`config.mk`:
```
export PLATFORM = sky130hd
export DESIGN_NAME = fcl_alu
export DESIGN_NICKNAME = d
export VERILOG_FILES = /design/src/fcl_pkg.sv /design/src/fcl_alu.sv
export SDC_FILE = /design/constraint.sdc
export NUM_CORES = 1
export LEC_CHECK = 0
export CAP_MARGIN = 40
export CORE_ASPECT_RATIO = 0.75
export CORE_MARGIN = 8
export CORE_UTILIZATION = 53
export DETAILED_ROUTE_END_ITERATION = 8
export DONT_BUFFER_PORTS = 1
export PLACE_DENSITY = 0.64
export SYNTH_ARGS = -nofsm -noshare
export SYNTH_HDL_FRONTEND = slang
export SYNTH_SLANG_ARGS = --single-unit
```
`constraint.sdc`:
```
create_clock -name vclk -period 11.8
set_input_delay 0.59 -clock vclk [all_inputs]
set_output_delay 0.59 -clock vclk [all_outputs]
set_load 0.01 [all_outputs]
```
`src/fcl_pkg.sv`:
```
// Shared types, codes and constants of the per-client flood limiter.
package fcl_pkg;

	localparam int CLIENT_SLOTS_DEF = 1024;
	localparam int CLIENT_W         = 10;
	localparam int WEIGHT_W         = 12;
	localparam int LEVEL_W          = 16;
	localparam int FUNC_W           = 2;
	localparam int CFG_IDX_W        = 2;

	// Item function codes
	localparam logic [FUNC_W-1:0] FN_CLEAR   = 2'd0;
	localparam logic [FUNC_W-1:0] FN_MESSAGE = 2'd1;
	localparam logic [FUNC_W-1:0] FN_TICK    = 2'd2;

	// Configuration register indexes
	localparam logic [CFG_IDX_W-1:0] REG_FLOOD_LIMIT = 2'd0;
	localparam logic [CFG_IDX_W-1:0] REG_WARN_THR    = 2'd1;
	localparam logic [CFG_IDX_W-1:0] REG_DECLINE     = 2'd2;

	// Reset values of the configuration registers
	localparam logic [LEVEL_W-1:0] FLOOD_LIMIT_RST = 16'd1000;
	localparam logic [LEVEL_W-1:0] WARN_THR_RST    = 16'd500;
	localparam logic [LEVEL_W-1:0] DECLINE_RST     = 16'd100;

	typedef enum logic {
		ALU_ADD_SAT,
		ALU_SUB_CLAMP
	} alu_op_t;

	typedef struct packed {
		alu_op_t              op;
		logic [LEVEL_W-1:0]   a;
		logic [LEVEL_W-1:0]   b;
	} alu_req_t;

	typedef struct packed {
		logic [LEVEL_W-1:0]   level;
		logic                 kick;
		logic                 warn;
	} alu_res_t;

endpackage

```
`src/fcl_alu.sv`:
```
// Shared level unit: saturating add or clamped subtract, then limit compares.
module fcl_alu
	import fcl_pkg::*;
(
	input  alu_req_t           req,
	input  logic [LEVEL_W-1:0] flood_limit,
	input  logic [LEVEL_W-1:0] warn_threshold,
	output alu_res_t           res
);

	logic [LEVEL_W:0]   sum;
	logic [LEVEL_W-1:0] lvl;

	assign sum = {1'b0, req.a} + {1'b0, req.b};

	// select the level update
	always_comb begin
		case (req.op)
			ALU_ADD_SAT:   lvl = sum[LEVEL_W] ? {LEVEL_W{1'b1}} : sum[LEVEL_W-1:0];
			ALU_SUB_CLAMP: lvl = (req.a > req.b) ? (req.a - req.b) : '0;
			default:       lvl = '0;
		endcase
	end

	// threshold checks on the new level
	assign res.level = lvl;
	assign res.kick  = (lvl >= flood_limit);
	assign res.warn  = !(lvl >= flood_limit) && (lvl > warn_threshold);

endmodule

```
After elaboration in Yosys (flattened, before gate mapping) --
Index checks and enable logic that the tools add are counted.
Storage, ports and cells: flip-flop bits (word level) 0, output and inout port bits 18, word-level logic and storage cells 11
Operators by class: $add $sub $neg 2, order comparisons 3, multiplexer cells 3, bitwise operators 1, reduce and logical (&&, ||, !) cells 2
Operators by type and width (number):
- $gt A16 B16 Y1 | 2
- $mux W16 | 2
- $pmux W16 S2 | 1
- $add A16 B16 Y17 | 1
- $ge A16 B16 Y1 | 1
- $sub A16 B16 Y16 | 1
- $logic_and A1 B1 Y1 | 1
- $logic_not A1 Y1 | 1
- $not A1 Y1 | 1

Logic depth before layout (Yosys ltp) --
Gate-level depths: netlist of run 1.
depth after elaboration 6, gate-level depth with buffers 19, gate-level depth less buffers 19

Least setup slack after synthesis of run 1 --
OpenSTA, ideal clock, no wires.
path kind input -> output, start in req[0] (netlist bit), end out res[0] (netlist bit), arrival 4.344 ns, required time 11.210 ns, path slack 6.866 ns, stages on the path 17, path buffers 0, path through ha_1 -> fa_1 -> nor2b_1 -> o2111a_1 -> o31ai_4 -> or3_4 -> nand3_2 -> o221ai_1 -> a21oi_1 -> ha_1 -> a21o_1 -> a21o_1 -> a211oi_1 -> o22ai_1 -> nor3_1 -> o31ai_1 -> a2111oi_2
RTL lines:
- start, declared | line fcl_alu.sv:5 | input alu_req_t req,
- end, declared | line fcl_alu.sv:8 | output alu_res_t res

==> summary.md, run 1 <==
| Metric | Value |
|---|---|
| Result of the run | finished clean |
| Highest cell delay on the worst timing path | 470 ps |
| DP Cell Count | 457 |
| Share of total power in the clock network | 0 |
| First-pass GRT wire length | 13900 um |
| Most instantiated cells after synthesis | inv_1, ha_1, a21oi_1, nor2_1, nand2_1 |
| Total negative slack | 0 ps |
| Antenna diode instance count | 0 |
| Final wirelength | 8530 um |
| Placed cell area | 2840 um^2 |
| Max-Slew Margin vs Limit | 0.484 |
| Maximum fanout count along the critical path | 5 |
| Transition time at the pin with the least slew margin | 773 ps |
| Highest ir drop seen on vdd | 27.7 uV |
| Area of the core | 5240 um^2 |
| Most frequent cell after synthesis | inv_1 |
| Max-slew violation count | 0 |
| GPL Wtd Cong | 0.885 |
| Sum of net half-perimeters after detailed placement | 7160 um |
| Cell area after layout | 2840 um^2 |
| Total of warnings raised by yosys | 0 |
| RSZ-0062 raised after global routing | false |
| Leakage power figure | 0.00143 uW |
| Fraction of synthesized cell area taken by the top area cell type | 0.275 |
| Number of max-cap violations | 0 |
| # clk buffers | 0 |
| Setup-violating endpoint count in the final report | 0 |
| Ordered cell list for the critical path | ha_1, fa_1, nor2b_1, o2111a_1, o31ai_4, or3_4, nand3_2, o221ai_1, a21oi_1, ha_1, a21o_1, a21o_1, a211oi_1, o22ai_1, nor3_1, o31ai_1, a2111oi_2 |
| Mean Syn Cell Area | 7.12 um^2 |
| First element of the critical path | req[0] |
| CP Buf/Inv Count | 0 |
| Number of resized instances in the post-cts repair step | 0 |
| Endpoint kind of the worst setup timing path | output pin |
| Ratio of routed vias to standard cells | 6.37 |
| Worst endpoint required time | 11210 ps |
| Final hold viol count | 0 |
| PwrDens | 61.6 nW/um^2 |
| Internal | 65.4 uW |
| Height of the die | 79.2 um |
| Final period utilization | 0.456 |
| Worst setup timing slack at the placement stage | 6420 ps |
| Iter 0 DRT Violations | 306 |
| Type of the setup path with the least slack | primary input to output pin |
| Shortest clock period the worst path allows after layout | 5380 ps |
| DIE AREA | 7950 um^2 |
| Layout Area Growth over Synthesis | 0.664% |
| Number of cells produced by synthesis | 397 |
| Pin count of the biggest net entering global routing | 34 |
| Min Hold Slack | 1420 ps |
| Arrival time of data at the critical path endpoint | 4790 ps |
| Type of the most critical hold path | primary input to output pin |
| I/O Pins | 83 |
| Post-Synthesis Cell Area | 2830 um^2 |
| Starting utilization of the core area | 0.539 |
| Number of sequential storage elements | 0 |
| Count of buffers inserted at the top-level ports | 0 |
| Via count | 2913 |
| Post-CTS repair timing setup buffer count | 0 |
| Overall fraction of global-route tracks in use | 0.205 |
| Switching part of the total power | 0.627 |
| Via count of the first global-routing pass | 2864 |
| Final non-filler cell total | 457 |
| Rows | 23 |
| Initial antenna violation count | 0 |
| Synth top area cells | ha_1, inv_1, a21oi_1 |
| Fraction of power consumed by sequential logic | 0 |
| Antenna Violating Nets Remaining | 0 |
| Worst path slowest cell | a2111oi_2 |
| Chip width | 100 um |
| Total congestion overflow | 0 |
| Residual DRC count | 0 |
| Post-layout nets | 513 |
| Seq/Total Area, Yosys | 0 |
| Highest clock frequency the design can meet | 0.186 GHz |
| Fraction of layout cells with a size suffix above 1 | 0.0759 |
| Origin of the worst min-delay path | req[32] |
| Startpoint kind of the worst setup timing path | primary input |
| First drt pass iteration count | 4 |
| Part of the power in combinational logic | 1.000 |
| Min setup slack post-route | 6420 ps |
| FF+latch area | 0 um^2 |
| Count of hold buffers inserted by post-cts repair | 0 |
| Crit-path leading delay family | compound AO/OA/AOI/OAI gates |
| Yosys top cell by area | ha_1 |
| Nets in the synthesized netlist | 526 |
| Wire length per cell after detailed routing | 18.7 um |
| Library cells used by synthesis | 69 |
| Power dissipated by switching net loads | 110 uW |
[cell usage in the layout, fill, tap and decap left out, types with 6 or more instances in the layout]
cell type,n
nand2_1,17
nand3_1,10
o21ai_0,13
inv_1,65
ha_1,62
a221o_1,6
a21o_1,16
nor3_1,8
a21oi_1,41
nand4_1,10
nor2_1,24
[layout make-up]
cell class | count | area [um^2]
multi-input combinational | 315 | 2500
fill | 549 | 2390
inverter | 67 | 251
tap | 75 | 93.8
[worst paths after layout]
check / endpoint / depth (start not counted)
hold / removal: res[3] / 2
setup / recovery: res[0] / 17
[power by group through the flow]
stage / sequential (uW) / clock, uW / combinational [uW]
3_5_place_dp: 0 / 0 / 172
6_report: 0 / 0 / 175
4_1_cts: 0 / 0 / 174
2_1_floorplan: 0 / 0 / 137
5_1_grt: 0 / 0 / 196
3_3_place_gp: 0 / 0 / 171
[cell families after synthesis]
| kind of cell | count (synthesis) | synth area share |
|---|---|---|
| AOI/OAI and AO/OA | 144 | 0.384 |
| adders and majority gates | 64 | 0.289 |
| buffers and inverters | 82 | 0.116 |
| and+or+nand+nor | 107 | 0.211 |
[per-stage QoR]
step / power, uW / util
2_1_floorplan: 137 / -
3_3_place_gp: 171 / 0.543
3_5_place_dp: 172 / 0.543
4_1_cts: 174 / 0.543
5_1_grt: 196 / 0.543
6_report: 175 / 0.543
[routing by layer]
layer,up-vias,track usage,share of wire
met3,2,0.0576,0.12
met2,115,0.320,0.43
met5,-,0,0
met4,0,0.0150,0.0052
met1,1350,0.283,0.45
li1,1446,-,-
Power figures use the tool's default switching activity.
==> run 2: changes to the inputs <==
--- a/config.mk
+++ b/config.mk
@@ -11,7 +11,7 @@
 export CORE_UTILIZATION = 53
 export DETAILED_ROUTE_END_ITERATION = 8
 export DONT_BUFFER_PORTS = 1
-export PLACE_DENSITY = 0.64
+export PLACE_DENSITY = 0.67
 export SYNTH_ARGS = -nofsm -noshare
 export SYNTH_HDL_FRONTEND = slang
 export SYNTH_SLANG_ARGS = --single-unit
==> constraint.sdc (replaced) <==
create_clock -name vclk -period 4.35
set_input_delay 0.2175 -clock vclk [all_inputs]
set_output_delay 0.2175 -clock vclk [all_outputs]
set_load 0.01 [all_outputs]
==> run 2 against run 1 <==
Effect of this change:
- setup slack lost 6300 ps
- final cell count grew 9.6%
- via count grew 8.7%
- total power grew to 3.5 times the previous value
- non-clock buffer count grew 44
- critical path depth grew 3
- die area is the same
- sequential cell count is the same
- first-iteration DRC count grew 26%
==> summary.md, run 2 (same netlist as run 1, synthesis figures left out) <==
| Metric | Value |
|---|---|
| Final wirelength | 9520 um (+12%) |
| Power dissipated by switching net loads | 349 uW (+220%) |
| Number of max-cap violations | 0 (unchanged) |
| Final period utilization | 0.970 |
| Worst setup path endpoint | res[0] |
| Arrival time of data at the critical path endpoint | 4000 ps (-790 ps) |
| GPL Wtd Cong | 0.950 (+7.4%) |
| Fraction of power consumed by sequential logic | 0 (unchanged) |
| Worst setup timing slack at the placement stage | -1.65 ps (-6420 ps) |
| Fraction of layout cells with a size suffix above 1 | 0.232 (+0.156) |
| Share of total power in the clock network | 0 (unchanged) |
| Chip width | 100 um (unchanged) |
| First-pass GRT wire length | 14800 um (+6.6%) |
| Internal | 264 uW (+300%) |
| Highest-count cells in the layout ignoring fill and taps | inv_1, ha_1, buf_4, a21oi_1, nor2_1 |
| Height of the die | 79.2 um (unchanged) |
| Total power draw | 612 uW (+250%) |
| Count of hold buffers inserted by post-cts repair | 0 (unchanged) |
| Rows | 23 (unchanged) |
| Antenna Violating Nets Remaining | 0 (unchanged) |
| FF+latch area | 0 um^2 (unchanged) |
| DIE AREA | 7950 um^2 (unchanged) |
| Antenna diode instance count | 0 (unchanged) |
| Maximum fanout count along the critical path | 4 (-1) |
| I/O Pins | 83 (unchanged) |
| Wire length per cell after detailed routing | 19.0 um (+1.8%) |
| Type of the setup path with the least slack | primary input to output pin |
| Highest clock frequency the design can meet | 0.237 GHz |
| Worst endpoint required time | 4130 ps (-7080 ps) |
| Number of sequential storage elements | 0 (unchanged) |
| Min setup slack post-route | 133 ps (-6290 ps) |
| Max-Slew Margin vs Limit | 0.472 (-0.0121) |
| Endpoint kind of the worst setup timing path | output pin |
| Type of the most critical hold path | primary input to output pin |
| Residual DRC count | 0 (unchanged) |
| Part of the power in combinational logic | 1.000 (about the same) |
| Overall fraction of global-route tracks in use | 0.222 (+0.0161) |
| Via count of the first global-routing pass | 3088 (+7.8%) |
| First drt pass iteration count | 5 (+1) |
| Sum of net half-perimeters after detailed placement | 7740 um (+8.1%) |
| Layout Area Growth over Synthesis | 18.7% |
| Ratio of routed vias to standard cells | 6.32 (-0.89%) |
| Highest ir drop seen on vdd | 111 uV (+300%) |
| Number of fill cells | 510 (-7.1%) |
| Area of the core | 5240 um^2 (unchanged) |
| First element of the critical path | req[0] |
| Max-slew violation count | 0 (unchanged) |
| Starting utilization of the core area | 0.539 (unchanged) |
| Total congestion overflow | 0 (unchanged) |
| Leakage power figure | 0.00168 uW (+17%) |
| Startpoint kind of the worst setup timing path | primary input |
| PwrDens | 183 nW/um^2 (+200%) |
| Shortest clock period the worst path allows after layout | 4220 ps |
| Switching part of the total power | 0.569 (-0.0573) |
| Via count | 3165 (+8.7%) |
| Setup-violating endpoint count in the final report | 0 (unchanged) |
| Iter 0 DRT Violations | 386 (+26%) |
| Transition time at the pin with the least slew margin | 792 ps (+18.1 ps) |
| Result of the run | finished clean |
| Pin count of the biggest net entering global routing | 34 (unchanged) |
| Count of buffers inserted at the top-level ports | 0 (unchanged) |
| Final hold viol count | 0 (unchanged) |
| # clk buffers | 0 (unchanged) |
| Post-layout nets | 557 (+8.6%) |
| Most common library cell in the layout ignoring fill and taps | inv_1 |
| Initial antenna violation count | 0 (unchanged) |
==> run 2: cell count changes in the layout (fill, tap and decap cells not counted), moves of 4 or more <==
cell / previous run / this run
a21oi_2: 0 / 7
nor3_1: 8 / 3
nor3_2: 2 / 6
buf_4: 0 / 43
a21oi_1: 41 / 33
==> run 2: worst max-delay path: stages <==
cell       delay, ps
ha_1             200
fa_1             380
nor2b_1          160
o2111a_2         290
o31ai_4          290
buf_4            160
buf_4            100
nor2_1            40
a221o_1          350
a21oi_4          190
buf_4            160
ha_1             220
nand3_1          150
nor3_4            50
and2_4           160
and4_1           210
inv_1             60
o21ai_1           80
a2111oi_4        350
buf_4            170
==> run 2: how the worst min path moves through the flow <==
stage                                 start     end  slack (ps)  depth (start not counted)
after global placement              req[32]  res[3]         690                          3
after CTS                           req[32]  res[3]         720                          3
final                               req[32]  res[3]         730                          3
after global routing                req[32]  res[3]         740                          3
after floorplan           warn_threshold[0]  res[0]         670                          3
after detailed placement            req[32]  res[3]         720                          3
==> run 2: through the flow <==
step / hold WS, ps / instances / util / TNS [ps] / cell area (um^2)
final: 728 / 501 / 0.640 / 0 / 3350
after global routing: 739 / 501 / 0.640 / -55.7 / 3350
after CTS: 723 / 498 / 0.602 / 0 / 3160
after detailed placement: 718 / 496 / 0.599 / -1.65 / 3140
after global placement: 695 / 496 / 0.599 / 0 / 3140
after floorplan: 665 / 397 / - / 0 / 2830
==> run 2: power groups by stage <==
| stage | clock network [uW] | logic [uW] | registers [uW] |
|---|---|---|---|
| 6_report | 0 | 612 | 0 |
| 2_1_floorplan | 0 | 372 | 0 |
| 3_3_place_gp | 0 | 534 | 0 |
| 3_5_place_dp | 0 | 545 | 0 |
| 5_1_grt | 0 | 671 | 0 |
| 4_1_cts | 0 | 551 | 0 |
==> run 2: cell type report <==
cell class	count	area, um^2	share of cell area
multi-input combinational	315	2680	0.797
timing repair buffer	44	334	0.0996
inverter	67	251	0.0750
tap	75	93.8	0.0280
==> run 2: timing repair <==
action	CTS	global route
setup buffers	2	3
gates resized for setup	1	33
pin swaps	2	9
endpoints found under the setup margin	1	1
==> run 2: layer usage <==
metal  part of all wire  track usage  up-vias
met5                  0            0        -
met4              0.015       0.0421        0
met3               0.10       0.0576       16
met2               0.43        0.339      173
met1               0.45        0.305     1451
li1                   -            -     1525
